--- config.mk ---
export PLATFORM = sky130hd
export DESIGN_NAME = peer_session_table
export DESIGN_NICKNAME = d
export VERILOG_FILES = /design/src/rtl/core/pst_pkg.sv /design/src/rtl/core/pst_ram.sv /design/src/rtl/core/peer_session_table.sv
export SDC_FILE = /design/constraint.sdc
export NUM_CORES = 2
export LEC_CHECK = 0
export BUFFER_PORTS_ARGS = -buffer_cell sky130_fd_sc_hd__clkbuf_2
export CAP_MARGIN = 20
export CORE_MARGIN = 5
export CORE_UTILIZATION = 50
export CTS_BUF_LIST = sky130_fd_sc_hd__clkbuf_2 sky130_fd_sc_hd__clkbuf_4 sky130_fd_sc_hd__clkbuf_8
export DETAILED_ROUTE_END_ITERATION = 12
export MAX_ROUTING_LAYER = met4
export PLACE_DENSITY_LB_ADDON = 0.25
export SLEW_MARGIN = 20
export SYNTH_ARGS = -nofsm -noshare
export SYNTH_HDL_FRONTEND = slang
export SYNTH_HIERARCHICAL = 1
export SYNTH_SLANG_ARGS = --single-unit
--- constraint.sdc ---
create_clock -name clock -period 20.8 [get_ports clock]
set_clock_uncertainty 0.15 [all_clocks]
set_input_delay 3.12 -clock clock [delete_from_list [all_inputs] [get_ports clock]]
set_output_delay 3.12 -clock clock [all_outputs]
set_load 0.01 [all_outputs]
--- src/rtl/core/pst_pkg.sv ---
// pst_pkg: shared types and constants for the peer session table
// no dependencies; imported by peer_session_table
`default_nettype none

package pst_pkg;

   // command codes of a request transfer
   localparam logic [1:0] CMD_UPSERT = 2'd0;
   localparam logic [1:0] CMD_LOOKUP = 2'd1;
   localparam logic [1:0] CMD_SWEEP  = 2'd2;

   // idle timeout after reset, in seconds
   localparam logic [15:0] TIMEOUT_RESET = 16'd60;

   // one stored session, as kept in the entry memory
   typedef struct packed {
      logic [31:0] tunnel_ip;
      logic [31:0] peer_ip;
      logic [15:0] peer_port;
      logic [31:0] seen_at;
   } pst_entry_type;

   localparam int ENTRY_BITS = $bits(pst_entry_type);

endpackage

`default_nettype wire

--- src/rtl/core/pst_ram.sv ---
// pst_ram: generic simple dual-port ram, one write and one registered read port
// no dependencies; used for the session entry store
`default_nettype none

module pst_ram #(
   parameter int DATA_WIDTH = 8,
   parameter int DEPTH      = 16
) (
   input  wire logic                                   clock,
   input  wire logic                                   wr_en,
   input  wire logic [(DEPTH > 1 ? $clog2(DEPTH) : 1)-1:0] wr_addr,
   input  wire logic [DATA_WIDTH-1:0]                  wr_data,
   input  wire logic                                   rd_en,
   input  wire logic [(DEPTH > 1 ? $clog2(DEPTH) : 1)-1:0] rd_addr,
   output logic      [DATA_WIDTH-1:0]                  rd_data
);

   logic [DATA_WIDTH-1:0] mem_ff [DEPTH];
   logic [DATA_WIDTH-1:0] rd_data_ff;

   always_ff @(posedge clock) begin
      if (wr_en) begin
         mem_ff[wr_addr] <= wr_data;
      end
      if (rd_en) begin
         rd_data_ff <= mem_ff[rd_addr];
      end
   end

   assign rd_data = rd_data_ff;

endmodule

`default_nettype wire

--- src/rtl/core/peer_session_table.sv ---
// peer_session_table: session table with lru eviction and idle sweep
// depends on pst_pkg and pst_ram
`default_nettype none

// The block keeps TABLE_ENTRIES peer sessions. Every command (upsert, lookup,
// sweep) walks the whole table once through the single read port of the
// entry memory, one entry per cycle, and then writes back and presents the
// response once the output register is free; a skipped sweep or an unused
// command goes straight to that last step. The memory read port and the one
// magnitude comparator that serves both the oldest-entry search and the idle
// check bound the walk. req_stall stays high from a request transfer until
// its response is loaded into the output register; the response then waits
// there while the next request is taken. Entry valid bits live in flip-flops
// that reset clears, so no memory clearing pass is needed. The idle timeout
// register may only be written while the block has no work in flight.
module peer_session_table
   import pst_pkg::*;
#(
   parameter int TABLE_ENTRIES = 16
) (
   input  wire logic        clock,
   input  wire logic        reset,
   // configuration
   input  wire logic        csr_wr_en,
   input  wire logic [15:0] csr_wr_data,
   // request channel
   input  wire logic        req_valid,
   output logic             req_stall,
   input  wire logic [1:0]  req_command,
   input  wire logic [31:0] req_tunnel_ip,
   input  wire logic [31:0] req_peer_ip,
   input  wire logic [15:0] req_peer_port,
   input  wire logic        req_peer_given,
   input  wire logic [31:0] req_now_seconds,
   // response channel
   output logic             rsp_valid,
   input  wire logic        rsp_stall,
   output logic [3:0]       rsp_slot,
   output logic             rsp_matched,
   output logic             rsp_evicted,
   output logic [31:0]      rsp_found_peer_ip,
   output logic [15:0]      rsp_found_peer_port,
   output logic [4:0]       rsp_expired_count,
   output logic             rsp_sweep_skipped
);

   localparam int IDX_W = (TABLE_ENTRIES > 1) ? $clog2(TABLE_ENTRIES) : 1;
   localparam int CNT_W = $clog2(TABLE_ENTRIES + 1);
   localparam logic [CNT_W-1:0] CNT_LAST = CNT_W'(TABLE_ENTRIES);

   // sequencer states
   localparam logic [1:0] ST_IDLE  = 2'd0;
   localparam logic [1:0] ST_SCAN  = 2'd1;
   localparam logic [1:0] ST_WRITE = 2'd2;

   // control state
   logic [1:0]               state_ff, state_in;
   logic [CNT_W-1:0]         rd_cnt_ff, rd_cnt_in;      // next entry to read
   logic                     chk_valid_ff, chk_valid_in; // read data is live
   logic [TABLE_ENTRIES-1:0] valid_ff, valid_in;
   logic [31:0]              last_sweep_ff, last_sweep_in;
   logic [15:0]              timeout_ff, timeout_in;
   logic                     rsp_valid_ff, rsp_valid_in;

   // latched request
   logic [1:0]  cmd_ff, cmd_in;
   logic [31:0] tip_ff, tip_in;
   logic [31:0] pip_ff, pip_in;
   logic [15:0] pport_ff, pport_in;
   logic        given_ff, given_in;
   logic [31:0] now_ff, now_in;

   // scan trackers
   logic [IDX_W-1:0] chk_idx_ff, chk_idx_in;
   logic             peer_found_ff, peer_found_in;
   logic [IDX_W-1:0] peer_idx_ff, peer_idx_in;
   logic             tun_found_ff, tun_found_in;
   logic [IDX_W-1:0] tun_idx_ff, tun_idx_in;
   logic [31:0]      tun_pip_ff, tun_pip_in;
   logic [15:0]      tun_pport_ff, tun_pport_in;
   logic             free_found_ff, free_found_in;
   logic [IDX_W-1:0] free_idx_ff, free_idx_in;
   logic             have_old_ff, have_old_in;
   logic [IDX_W-1:0] old_idx_ff, old_idx_in;
   logic [31:0]      old_seen_ff, old_seen_in;
   logic [CNT_W-1:0] exp_cnt_ff, exp_cnt_in;
   logic             skip_ff, skip_in;

   // response payload
   logic [3:0]  rsp_slot_ff, rsp_slot_in;
   logic        rsp_matched_ff, rsp_matched_in;
   logic        rsp_evicted_ff, rsp_evicted_in;
   logic [31:0] rsp_pip_ff, rsp_pip_in;
   logic [15:0] rsp_pport_ff, rsp_pport_in;
   logic [4:0]  rsp_exp_ff, rsp_exp_in;
   logic        rsp_skip_ff, rsp_skip_in;

   // entry memory
   logic                    ram_wr_en;
   logic [IDX_W-1:0]        ram_wr_addr;
   logic [ENTRY_BITS-1:0]   ram_wr_data;
   logic                    ram_rd_en;
   logic [IDX_W-1:0]        ram_rd_addr;
   logic [ENTRY_BITS-1:0]   ram_rd_data;

   pst_ram #(
      .DATA_WIDTH (ENTRY_BITS),
      .DEPTH      (TABLE_ENTRIES)
   ) u_entry_ram (
      .clock   (clock),
      .wr_en   (ram_wr_en),
      .wr_addr (ram_wr_addr),
      .wr_data (ram_wr_data),
      .rd_en   (ram_rd_en),
      .rd_addr (ram_rd_addr),
      .rd_data (ram_rd_data)
   );

   // entry under check, from last cycle's read
   pst_entry_type ent;
   logic          ent_v;
   logic [32:0]   idle_diff;   // now minus the entry stamp, borrow as sign
   logic [31:0]   cmp_a;
   logic [31:0]   cmp_b;
   logic          cmp_gt;      // the shared magnitude comparator

   assign ent       = pst_entry_type'(ram_rd_data);
   assign ent_v     = valid_ff[chk_idx_ff];
   assign idle_diff = {1'b0, now_ff} - {1'b0, ent.seen_at};

   // sweep asks idle > timeout, upsert asks whether the oldest stamp so far
   // is above this entry's stamp
   always_comb begin
      if (cmd_ff == CMD_SWEEP) begin
         cmp_a = idle_diff[31:0];
         cmp_b = {16'd0, timeout_ff};
      end else begin
         cmp_a = old_seen_ff;
         cmp_b = ent.seen_at;
      end
   end
   assign cmp_gt = cmp_a > cmp_b;

   // write-back decision, valid in ST_WRITE
   logic [IDX_W-1:0] res_idx;
   logic             res_matched;
   logic             res_evicted;
   logic [31:0]      res_pip;
   logic [15:0]      res_pport;
   logic             res_write;
   logic             out_free;

   always_comb begin
      res_idx     = '0;
      res_matched = 1'b0;
      res_evicted = 1'b0;
      res_pip     = '0;
      res_pport   = '0;
      res_write   = 1'b0;
      case (cmd_ff)
         CMD_UPSERT: begin
            res_write = 1'b1;
            if (peer_found_ff) begin
               res_idx     = peer_idx_ff;
               res_matched = 1'b1;
            end else if (tun_found_ff) begin
               res_idx     = tun_idx_ff;
               res_matched = 1'b1;
            end else if (free_found_ff) begin
               res_idx = free_idx_ff;
            end else begin
               res_idx     = old_idx_ff;
               res_evicted = 1'b1;
            end
            // peer match only happens with a given peer, so without one a
            // match came from the tunnel ip and keeps its stored peer
            if (given_ff) begin
               res_pip   = pip_ff;
               res_pport = pport_ff;
            end else if (tun_found_ff) begin
               res_pip   = tun_pip_ff;
               res_pport = tun_pport_ff;
            end
         end
         CMD_LOOKUP: begin
            if (tun_found_ff) begin
               res_write   = 1'b1;
               res_idx     = tun_idx_ff;
               res_matched = 1'b1;
               res_pip     = tun_pip_ff;
               res_pport   = tun_pport_ff;
            end
         end
         default: begin
            res_write = 1'b0;
         end
      endcase
   end

   assign out_free = !rsp_valid_ff || !rsp_stall;

   // sequencer
   always_comb begin
      state_in      = state_ff;
      rd_cnt_in     = rd_cnt_ff;
      chk_valid_in  = chk_valid_ff;
      valid_in      = valid_ff;
      last_sweep_in = last_sweep_ff;
      timeout_in    = csr_wr_en ? csr_wr_data : timeout_ff;
      rsp_valid_in  = rsp_valid_ff && rsp_stall;

      cmd_in   = cmd_ff;
      tip_in   = tip_ff;
      pip_in   = pip_ff;
      pport_in = pport_ff;
      given_in = given_ff;
      now_in   = now_ff;

      chk_idx_in    = chk_idx_ff;
      peer_found_in = peer_found_ff;
      peer_idx_in   = peer_idx_ff;
      tun_found_in  = tun_found_ff;
      tun_idx_in    = tun_idx_ff;
      tun_pip_in    = tun_pip_ff;
      tun_pport_in  = tun_pport_ff;
      free_found_in = free_found_ff;
      free_idx_in   = free_idx_ff;
      have_old_in   = have_old_ff;
      old_idx_in    = old_idx_ff;
      old_seen_in   = old_seen_ff;
      exp_cnt_in    = exp_cnt_ff;
      skip_in       = skip_ff;

      rsp_slot_in    = rsp_slot_ff;
      rsp_matched_in = rsp_matched_ff;
      rsp_evicted_in = rsp_evicted_ff;
      rsp_pip_in     = rsp_pip_ff;
      rsp_pport_in   = rsp_pport_ff;
      rsp_exp_in     = rsp_exp_ff;
      rsp_skip_in    = rsp_skip_ff;

      ram_rd_en   = 1'b0;
      ram_rd_addr = rd_cnt_ff[IDX_W-1:0];
      ram_wr_en   = 1'b0;
      ram_wr_addr = res_idx;
      ram_wr_data = {tip_ff, res_pip, res_pport, now_ff};

      case (state_ff)
         ST_IDLE: begin
            if (req_valid) begin
               // request transfer: latch it and arm the trackers
               cmd_in        = req_command;
               tip_in        = req_tunnel_ip;
               pip_in        = req_peer_ip;
               pport_in      = req_peer_port;
               given_in      = req_peer_given;
               now_in        = req_now_seconds;
               rd_cnt_in     = '0;
               chk_valid_in  = 1'b0;
               peer_found_in = 1'b0;
               tun_found_in  = 1'b0;
               free_found_in = 1'b0;
               have_old_in   = 1'b0;
               exp_cnt_in    = '0;
               skip_in       = 1'b0;
               if (req_command == CMD_SWEEP && req_now_seconds == last_sweep_ff) begin
                  // sweep already done for this second
                  skip_in  = 1'b1;
                  state_in = ST_WRITE;
               end else if (req_command == CMD_SWEEP) begin
                  last_sweep_in = req_now_seconds;
                  state_in      = ST_SCAN;
               end else if (req_command == CMD_UPSERT || req_command == CMD_LOOKUP) begin
                  state_in = ST_SCAN;
               end else begin
                  // unused command: all-zero response
                  state_in = ST_WRITE;
               end
            end
         end

         ST_SCAN: begin
            // read side: one entry per cycle
            if (rd_cnt_ff != CNT_LAST) begin
               ram_rd_en    = 1'b1;
               rd_cnt_in    = rd_cnt_ff + 1'b1;
               chk_valid_in = 1'b1;
               chk_idx_in   = rd_cnt_ff[IDX_W-1:0];
            end else begin
               chk_valid_in = 1'b0;
               state_in     = ST_WRITE;
            end

            // check side: entry read last cycle
            if (chk_valid_ff) begin
               case (cmd_ff)
                  CMD_UPSERT: begin
                     if (ent_v && given_ff && !peer_found_ff &&
                         ent.peer_ip == pip_ff && ent.peer_port == pport_ff) begin
                        peer_found_in = 1'b1;
                        peer_idx_in   = chk_idx_ff;
                     end
                     if (ent_v && !tun_found_ff && ent.tunnel_ip == tip_ff) begin
                        tun_found_in = 1'b1;
                        tun_idx_in   = chk_idx_ff;
                        tun_pip_in   = ent.peer_ip;
                        tun_pport_in = ent.peer_port;
                     end
                     if (!ent_v && !free_found_ff) begin
                        free_found_in = 1'b1;
                        free_idx_in   = chk_idx_ff;
                     end
                     // strictly older wins, so the first of equals stays
                     if (ent_v && (!have_old_ff || cmp_gt)) begin
                        have_old_in = 1'b1;
                        old_idx_in  = chk_idx_ff;
                        old_seen_in = ent.seen_at;
                     end
                  end
                  CMD_LOOKUP: begin
                     if (ent_v && !tun_found_ff && ent.tunnel_ip == tip_ff) begin
                        tun_found_in = 1'b1;
                        tun_idx_in   = chk_idx_ff;
                        tun_pip_in   = ent.peer_ip;
                        tun_pport_in = ent.peer_port;
                     end
                  end
                  CMD_SWEEP: begin
                     // a stamp in the future never expires
                     if (ent_v && !idle_diff[32] && cmp_gt) begin
                        valid_in[chk_idx_ff] = 1'b0;
                        exp_cnt_in           = exp_cnt_ff + 1'b1;
                     end
                  end
                  default: begin
                     exp_cnt_in = exp_cnt_ff;
                  end
               endcase
            end
         end

         ST_WRITE: begin
            // write back and load the response once the output is free
            if (out_free) begin
               if (res_write) begin
                  ram_wr_en         = 1'b1;
                  valid_in[res_idx] = 1'b1;
               end
               rsp_valid_in   = 1'b1;
               rsp_slot_in    = 4'(res_idx);
               rsp_matched_in = res_matched;
               rsp_evicted_in = res_evicted;
               rsp_pip_in     = res_pip;
               rsp_pport_in   = res_pport;
               rsp_exp_in     = 5'(exp_cnt_ff);
               rsp_skip_in    = skip_ff;
               state_in       = ST_IDLE;
            end
         end

         default: begin
            state_in = ST_IDLE;
         end
      endcase
   end

   // control registers
   always_ff @(posedge clock) begin
      if (reset) begin
         state_ff      <= ST_IDLE;
         rd_cnt_ff     <= '0;
         chk_valid_ff  <= 1'b0;
         valid_ff      <= '0;
         last_sweep_ff <= '0;
         timeout_ff    <= TIMEOUT_RESET;
         rsp_valid_ff  <= 1'b0;
      end else begin
         state_ff      <= state_in;
         rd_cnt_ff     <= rd_cnt_in;
         chk_valid_ff  <= chk_valid_in;
         valid_ff      <= valid_in;
         last_sweep_ff <= last_sweep_in;
         timeout_ff    <= timeout_in;
         rsp_valid_ff  <= rsp_valid_in;
      end
   end

   // payload registers
   always_ff @(posedge clock) begin
      cmd_ff         <= cmd_in;
      tip_ff         <= tip_in;
      pip_ff         <= pip_in;
      pport_ff       <= pport_in;
      given_ff       <= given_in;
      now_ff         <= now_in;
      chk_idx_ff     <= chk_idx_in;
      peer_found_ff  <= peer_found_in;
      peer_idx_ff    <= peer_idx_in;
      tun_found_ff   <= tun_found_in;
      tun_idx_ff     <= tun_idx_in;
      tun_pip_ff     <= tun_pip_in;
      tun_pport_ff   <= tun_pport_in;
      free_found_ff  <= free_found_in;
      free_idx_ff    <= free_idx_in;
      have_old_ff    <= have_old_in;
      old_idx_ff     <= old_idx_in;
      old_seen_ff    <= old_seen_in;
      exp_cnt_ff     <= exp_cnt_in;
      skip_ff        <= skip_in;
      rsp_slot_ff    <= rsp_slot_in;
      rsp_matched_ff <= rsp_matched_in;
      rsp_evicted_ff <= rsp_evicted_in;
      rsp_pip_ff     <= rsp_pip_in;
      rsp_pport_ff   <= rsp_pport_in;
      rsp_exp_ff     <= rsp_exp_in;
      rsp_skip_ff    <= rsp_skip_in;
   end

   // ports
   assign req_stall           = (state_ff != ST_IDLE);
   assign rsp_valid           = rsp_valid_ff;
   assign rsp_slot            = rsp_slot_ff;
   assign rsp_matched         = rsp_matched_ff;
   assign rsp_evicted         = rsp_evicted_ff;
   assign rsp_found_peer_ip   = rsp_pip_ff;
   assign rsp_found_peer_port = rsp_pport_ff;
   assign rsp_expired_count   = rsp_exp_ff;
   assign rsp_sweep_skipped   = rsp_skip_ff;

endmodule

`default_nettype wire

======== Yosys cells after proc, flatten, opt, wreduce, memory -nomap -nowiden ========
Memory sizes are Yosys's and may differ from the RTL's. A register that Yosys moved wholly into a read port is not among the register bits.
Index checks and enable logic that the tools add are counted.
cells by class
  equality and inequality tests ........... 25
  reduce and logical (&&, ||, !) cells .... 50
  mux-type cells .......................... 72
  magnitude comparators ................... 5
  bitwise operators ....................... 5
  add/sub/neg operators ................... 3
operators with widths
  kind                   count
  $mux W32               4
  $mux W16               7
  $eq A32 B32 Y1         3
  $pmux W16 S2           2
  $pmux W32 S2           1
  $sub A32 B32 Y33       1
  $gt A32 B32 Y1         1
  $mux W1                29
  $ne A2 B2 Y1 const B   13
  $mux W5                5
  $reduce_and A5 Y1      5
  $pmux W5 S2            2
  $reduce_and A4 Y1      5
  $and A16 B16 Y16       1
  $eq A16 B16 Y1         1
  $mux W4                4
  $not A16 Y16           1
  $or A16 B16 Y16        1
  $logic_and A1 B1 Y1    14
  $pmux W1 S2            7
  $mux W2                6
  $add A5 B1 Y5 const B  2
  $lt A4 B5 Y1 const B   2
  $demux W1 S4           2
  other kinds (18)       41
storage, ports and cells
  bits in registers ....................... 358
  input port bits ......................... 136
  output and inout bits ................... 62
  logic and storage cells ................. 195
  bits in writable memories ............... 1,792
  memories kept ........................... 1
memories
  memory              depth  width  read ports  clocked after memory_dff  wr ports  RTL line       text
  u_entry_ram.mem_ff  16     112    1           1                         1         pst_ram.sv:18  logic [DATA_WIDTH-1:0] mem_ff [DEPTH];

======== Logic depth before layout (Yosys ltp) ========
  word-level depth ........................ 12
  depth in mapped cells ................... 20
  depth with buffers taken out ............ 20

======== Cells and area by module ========
Netlist, hierarchy kept.
by module, submodules not included
  module              cells each  seq. area each (um^2)  area an instance (um^2)  times used
  pst_ram             2,864       57,174.8               70,291.2                 1
  peer_session_table  1,420       10,019.6               16,927.5                 1

======== Worst setup path before layout ========
Ideal clock, no wire load.
  path type ............................... input to register
  start ................................... in rsp_stall
  end ..................................... mem u_entry_ram/mem_ff[0][0] (netlist bit), enable pin
  setup slack ............................. 5,271 ps
  data arrival time ....................... 14,659 ps
  required time ........................... 19,930 ps
  library setup time ...................... 720 ps
  stages on the path ...................... 4
  buffers on the path ..................... 0
  path through ............................ a21oi_1 > o211a_1 > or3b_2 > nor3_1
on the way
  cells in the longest elaborated chain, start to end .. 6
ends and longest elaborated chain
  what                           RTL line                   text
  start: declaration             peer_session_table.sv:37   input wire logic rsp_stall,
  $logic_not A1 Y1               peer_session_table.sv:200  assign out_free = !rsp_valid_ff || !rsp_stall;
  $logic_or A1 B1 Y1             peer_session_table.sv:200
  $mux W1                        peer_session_table.sv:344  if (out_free) begin
  $mux W1                        peer_session_table.sv:248  case (state_ff)
  net ram_wr_en                  peer_session_table.sv:99   logic ram_wr_en;
  $mux W1                        pst_ram.sv:22              if (wr_en) begin
  $mux W1 (implied by the code)  pst_ram.sv:23              mem_ff[wr_addr] <= wr_data;
  end: declaration               pst_ram.sv:18
The timed path passes the listed nets, and every way through them passes these cells.

======== Worst setup path after layout ========
  start ................................... reg now_ff[0]
  end ..................................... reg old_seen_ff[0], enable pin
on the way
  cells in the longest elaborated chain, start to end .. 6
ends and longest elaborated chain
  what                                RTL line                   text
  start: declaration                  peer_session_table.sv:71   logic [31:0] now_ff, now_in;
  start signal: assignment            peer_session_table.sv:395  now_ff <= now_in;
  $sub A32 B32 Y33                    peer_session_table.sv:129  assign idle_diff = {1'b0, now_ff} - {1'b0, ent.seen_at};
  $mux W32                            peer_session_table.sv:134  if (cmd_ff == CMD_SWEEP) begin
  $gt A32 B32 Y1                      peer_session_table.sv:142  assign cmp_gt = cmp_a > cmp_b;
  $logic_or A1 B1 Y1                  peer_session_table.sv:314  if (ent_v && (!have_old_ff || cmp_gt)) begin
  $logic_and A1 B1 Y1                 peer_session_table.sv:314
  $reduce_and A4 Y1 (no source line)  --
  end signal: assignment              peer_session_table.sv:407  old_seen_ff <= old_seen_in;
  end: declaration                    peer_session_table.sv:85   logic [31:0] old_seen_ff, old_seen_in;
Every way passes these cells.
A chain may end at the register's enable or synchronous reset.

==> results.toml <==
[cells_and_area]
finalNetCount = 4955
design_area_um2 = 98300
drive_above_1_share_pct = 26.9
syn_to_final_growth_pct = 12.7
layout_common_cells = "2,189 x edfxtp_1, 453 x mux4_2, 385 x clkbuf_8"
nFillCells = 13000
stdcell_count = 7350
layout_commonest_cell = "edfxtp_1"

[route]
routed_via_density = 5.94
num_vias = 43700
ant_nets = 0
dr.pass1.iters = 5
drt-total-wl_mm = 203
routedWlPerCell_um = 27.6
drt_iter0_drc = 4337
drc = 0

[timing]
finalSetupViolations = 0
slew_headroom_pct = 24.3
maxSlewViolCount = 0
worst_pin_slew_ps = 1140
fin_crit_sh_pct = 31.0
rsz0062_at_grt = "no"
hold_viol = 0
min_period_ps = 6450
setup_tns_ps = 0
clock.fmax_mhz = 155

[pwr]
leakage_nw = 31.5
power.total_mw = 9.55
ir_worst_vdd_uv = 72.7
p_per_area_nw_per_um2 = 97.1

[logic_synthesis]
ys_warn_count = 6
ys_ff_latch = 2262
syn_area_um2 = 87200
ys_types = 72
synth_top_flop_cell = "edfxtp_1"
synth_top_cell_by_area = "edfxtp_1"
synth_fp_nets = 4488
synth_cells = 4284
synth_top_area_share_pct = 75.4
ys_seq_area_share_pct = 77.0
synth-edff-count = 2189
syn_area_per_cell_um2 = 20.4
async_flop_share_pct = 0
yosys-top-cells-area = "edfxtp_1 75%, mux4_2 12%, a22oi_1 2.0%"

[placed_design]
io_buffers = 197
dpl.hpwl_mm = 111
postPlaceCellArea_um2 = 91200
dp_cells = 6697
place_congestion = 0.858

[setup_path]
slowest_stage = "edfxtp_1"
crit_fanout = 32
path_cells = "inv_1 > ha_1 > fa_1 > nand2b_1 > a21oi_1 > o211ai_1 > a21oi_2 > o21ai_1 > o21ai_1 > a211oi_1 > a21o_1 > ha_1 > nand3_1 > nor4_1 > nand2_1 > or4_1 > o21ai_1 > a21o_1 > nor2_4 > buf_4"
cp-start-kind = "flop"
worstPathArrival_ps = 6990
cp_common_cell = "o21ai_1"
cp.required_ps = 21340
crit_type = "flop to flop"
max_stage_delay_ps = 680
cp-end-kind = "flop"
r2r_slack_ps = 14350

[outcome]
status = "finished clean"

[clock_network]
cts_buffer_depth = 4
cts_htree_levels = 5
ctsHoldBuffers = 0
post_cts_resized = 0
clkLatencyLatePin_ps = 1060
clkTransAtPathRegs_ps = 60
cts_tree = "done"
cts_root_buffer = "clkbuf_8"
numCtsBuffers = 374
post-cts-setup-buffer-count = 0
cts.sinks = 2262

[run]
max-cap-violations = 0

[global_route]
grt_util_all_layers_pct = 23.0
grt_pass1_vias = 45100
grt_max_degree = 143
antenna_found_initial = 4
overflow = 0
grt_first_pass_wirelength_mm = 299

[floorplan]
design.core.area_um2 = 174000
rows = 153
ios = 198
initial_core_util_pct = 50.2
dieArea_um2 = 183000
die_h_um = 428
die_w_um = 428

[hold_path]
min_path_type = "flop to flop"
==> worst max-delay path: cells and delay by family (launching register included) <==
kind,cells,cell delay (ps)
flops,1,680
simple gates,6,1450
buf+inv,2,380
fa+ha+maj,3,940
compound gates,9,2490
==> cell families after synthesis <==
logic type,synth area share (%)
flip-flops,77.0
AND/OR/NAND/NOR,2.97
multiplexers,12.3
AO/OA/AOI/OAI,3.98
buffers and inverters,1.40
XOR/XNOR,1.34
adder cells (fa/ha/maj),0.984
==> report_power, final <==
group	leakage [nW]	internal, mW	total (mW)	switching [mW]
logic	7.35	0.245	0.603	0.358
registers	20.4	5.12	5.22	0.0999
clock network	3.71	2.02	3.72	1.70
==> registers in the layout, summed over array words and instances (netlist names), 4 cells and up <==
register             count
tun_pport_ff            16
rsp_found_peer_port     16
last_sweep_ff           32
free_idx_ff              4
rd_cnt_ff                5
pport_ff                16
u_entry_ram/rd_data    112
tun_pip_ff              32
rsp_found_peer_ip       32
tun_idx_ff               4
chk_idx_ff               4
tip_ff                  32
timeout_ff              16
u_entry_ram/mem_ff    1792
pip_ff                  32
peer_idx_ff              4
now_ff                  32
old_idx_ff               4
exp_cnt_ff               5
rsp_slot                 4
old_seen_ff             32
rsp_expired_count        5
valid_ff                16
==> metrics by stage <==
step	util [%]	setup slack (ps)	hold WS, ps
2_1_floorplan	-	5270	250
3_3_place_gp	52.5	13810	260
3_5_place_dp	52.5	13780	257
4_1_cts	56.6	14380	271
5_1_grt	56.6	14000	272
6_report	56.6	14350	269
==> cell usage after synthesis, drive strengths merged (4+ instances only) <==
| master | instances |
|---|---|
| a211o | 5 |
| a211oi | 22 |
| a21o | 28 |
| a21oi | 91 |
| a22o | 23 |
| a22oi | 228 |
| a31oi | 4 |
| and2 | 6 |
| and3 | 9 |
| buf | 106 |
| clkbuf | 98 |
| dfxtp | 73 |
| edfxtp | 2189 |
| ha | 67 |
| inv | 55 |
| mux2 | 5 |
| mux2i | 46 |
| mux4 | 453 |
| nand2 | 203 |
| nand2b | 20 |
| nand3 | 49 |
| nand3b | 4 |
| nand4 | 32 |
| nor2 | 155 |
| nor2b | 14 |
| nor3 | 33 |
| nor4 | 17 |
| o211ai | 6 |
| o21a | 7 |
| o21ai | 45 |
| o21bai | 4 |
| o31ai | 8 |
| or3 | 6 |
| xnor2 | 69 |
| xor2 | 64 |
==> cell type report <==
class | count | area (µm²) | share of cell area, %
flip-flops and latches | 2262 | 67200 | 68.4
multi-input cells | 1763 | 19000 | 19.4
diodes | 2 | 5.00 | 0.00509
well taps | 2325 | 2910 | 2.96
repair buffers | 295 | 1910 | 1.94
clock buffers | 477 | 5990 | 6.09
clock inverters | 171 | 1050 | 1.07
inverters | 55 | 211 | 0.215
==> path summary, 6_finish.rpt <==
path / startpoint / cells after the start / to
setup / recovery: now_ff[0] / 20 / old_seen_ff[0]
hold / removal: skip_ff / 0 / rsp_sweep_skipped
setup reg to reg: now_ff[0] / 20 / old_seen_ff[0]
hold reg to reg: skip_ff / 0 / rsp_sweep_skipped
==> routing by layer <==
layer	part of all wire, %	routed length (µm)	GRT usage, %	vias to the layer above
met1	42	84800	32.0	23000
met2	48	98000	35.2	1785
met5	0	0	-	-
met4	2.7	5570	7.08	0
li1	-	-	-	18600
met3	7.3	14800	4.22	309
Note: power is estimated with default switching activity, not from simulation.
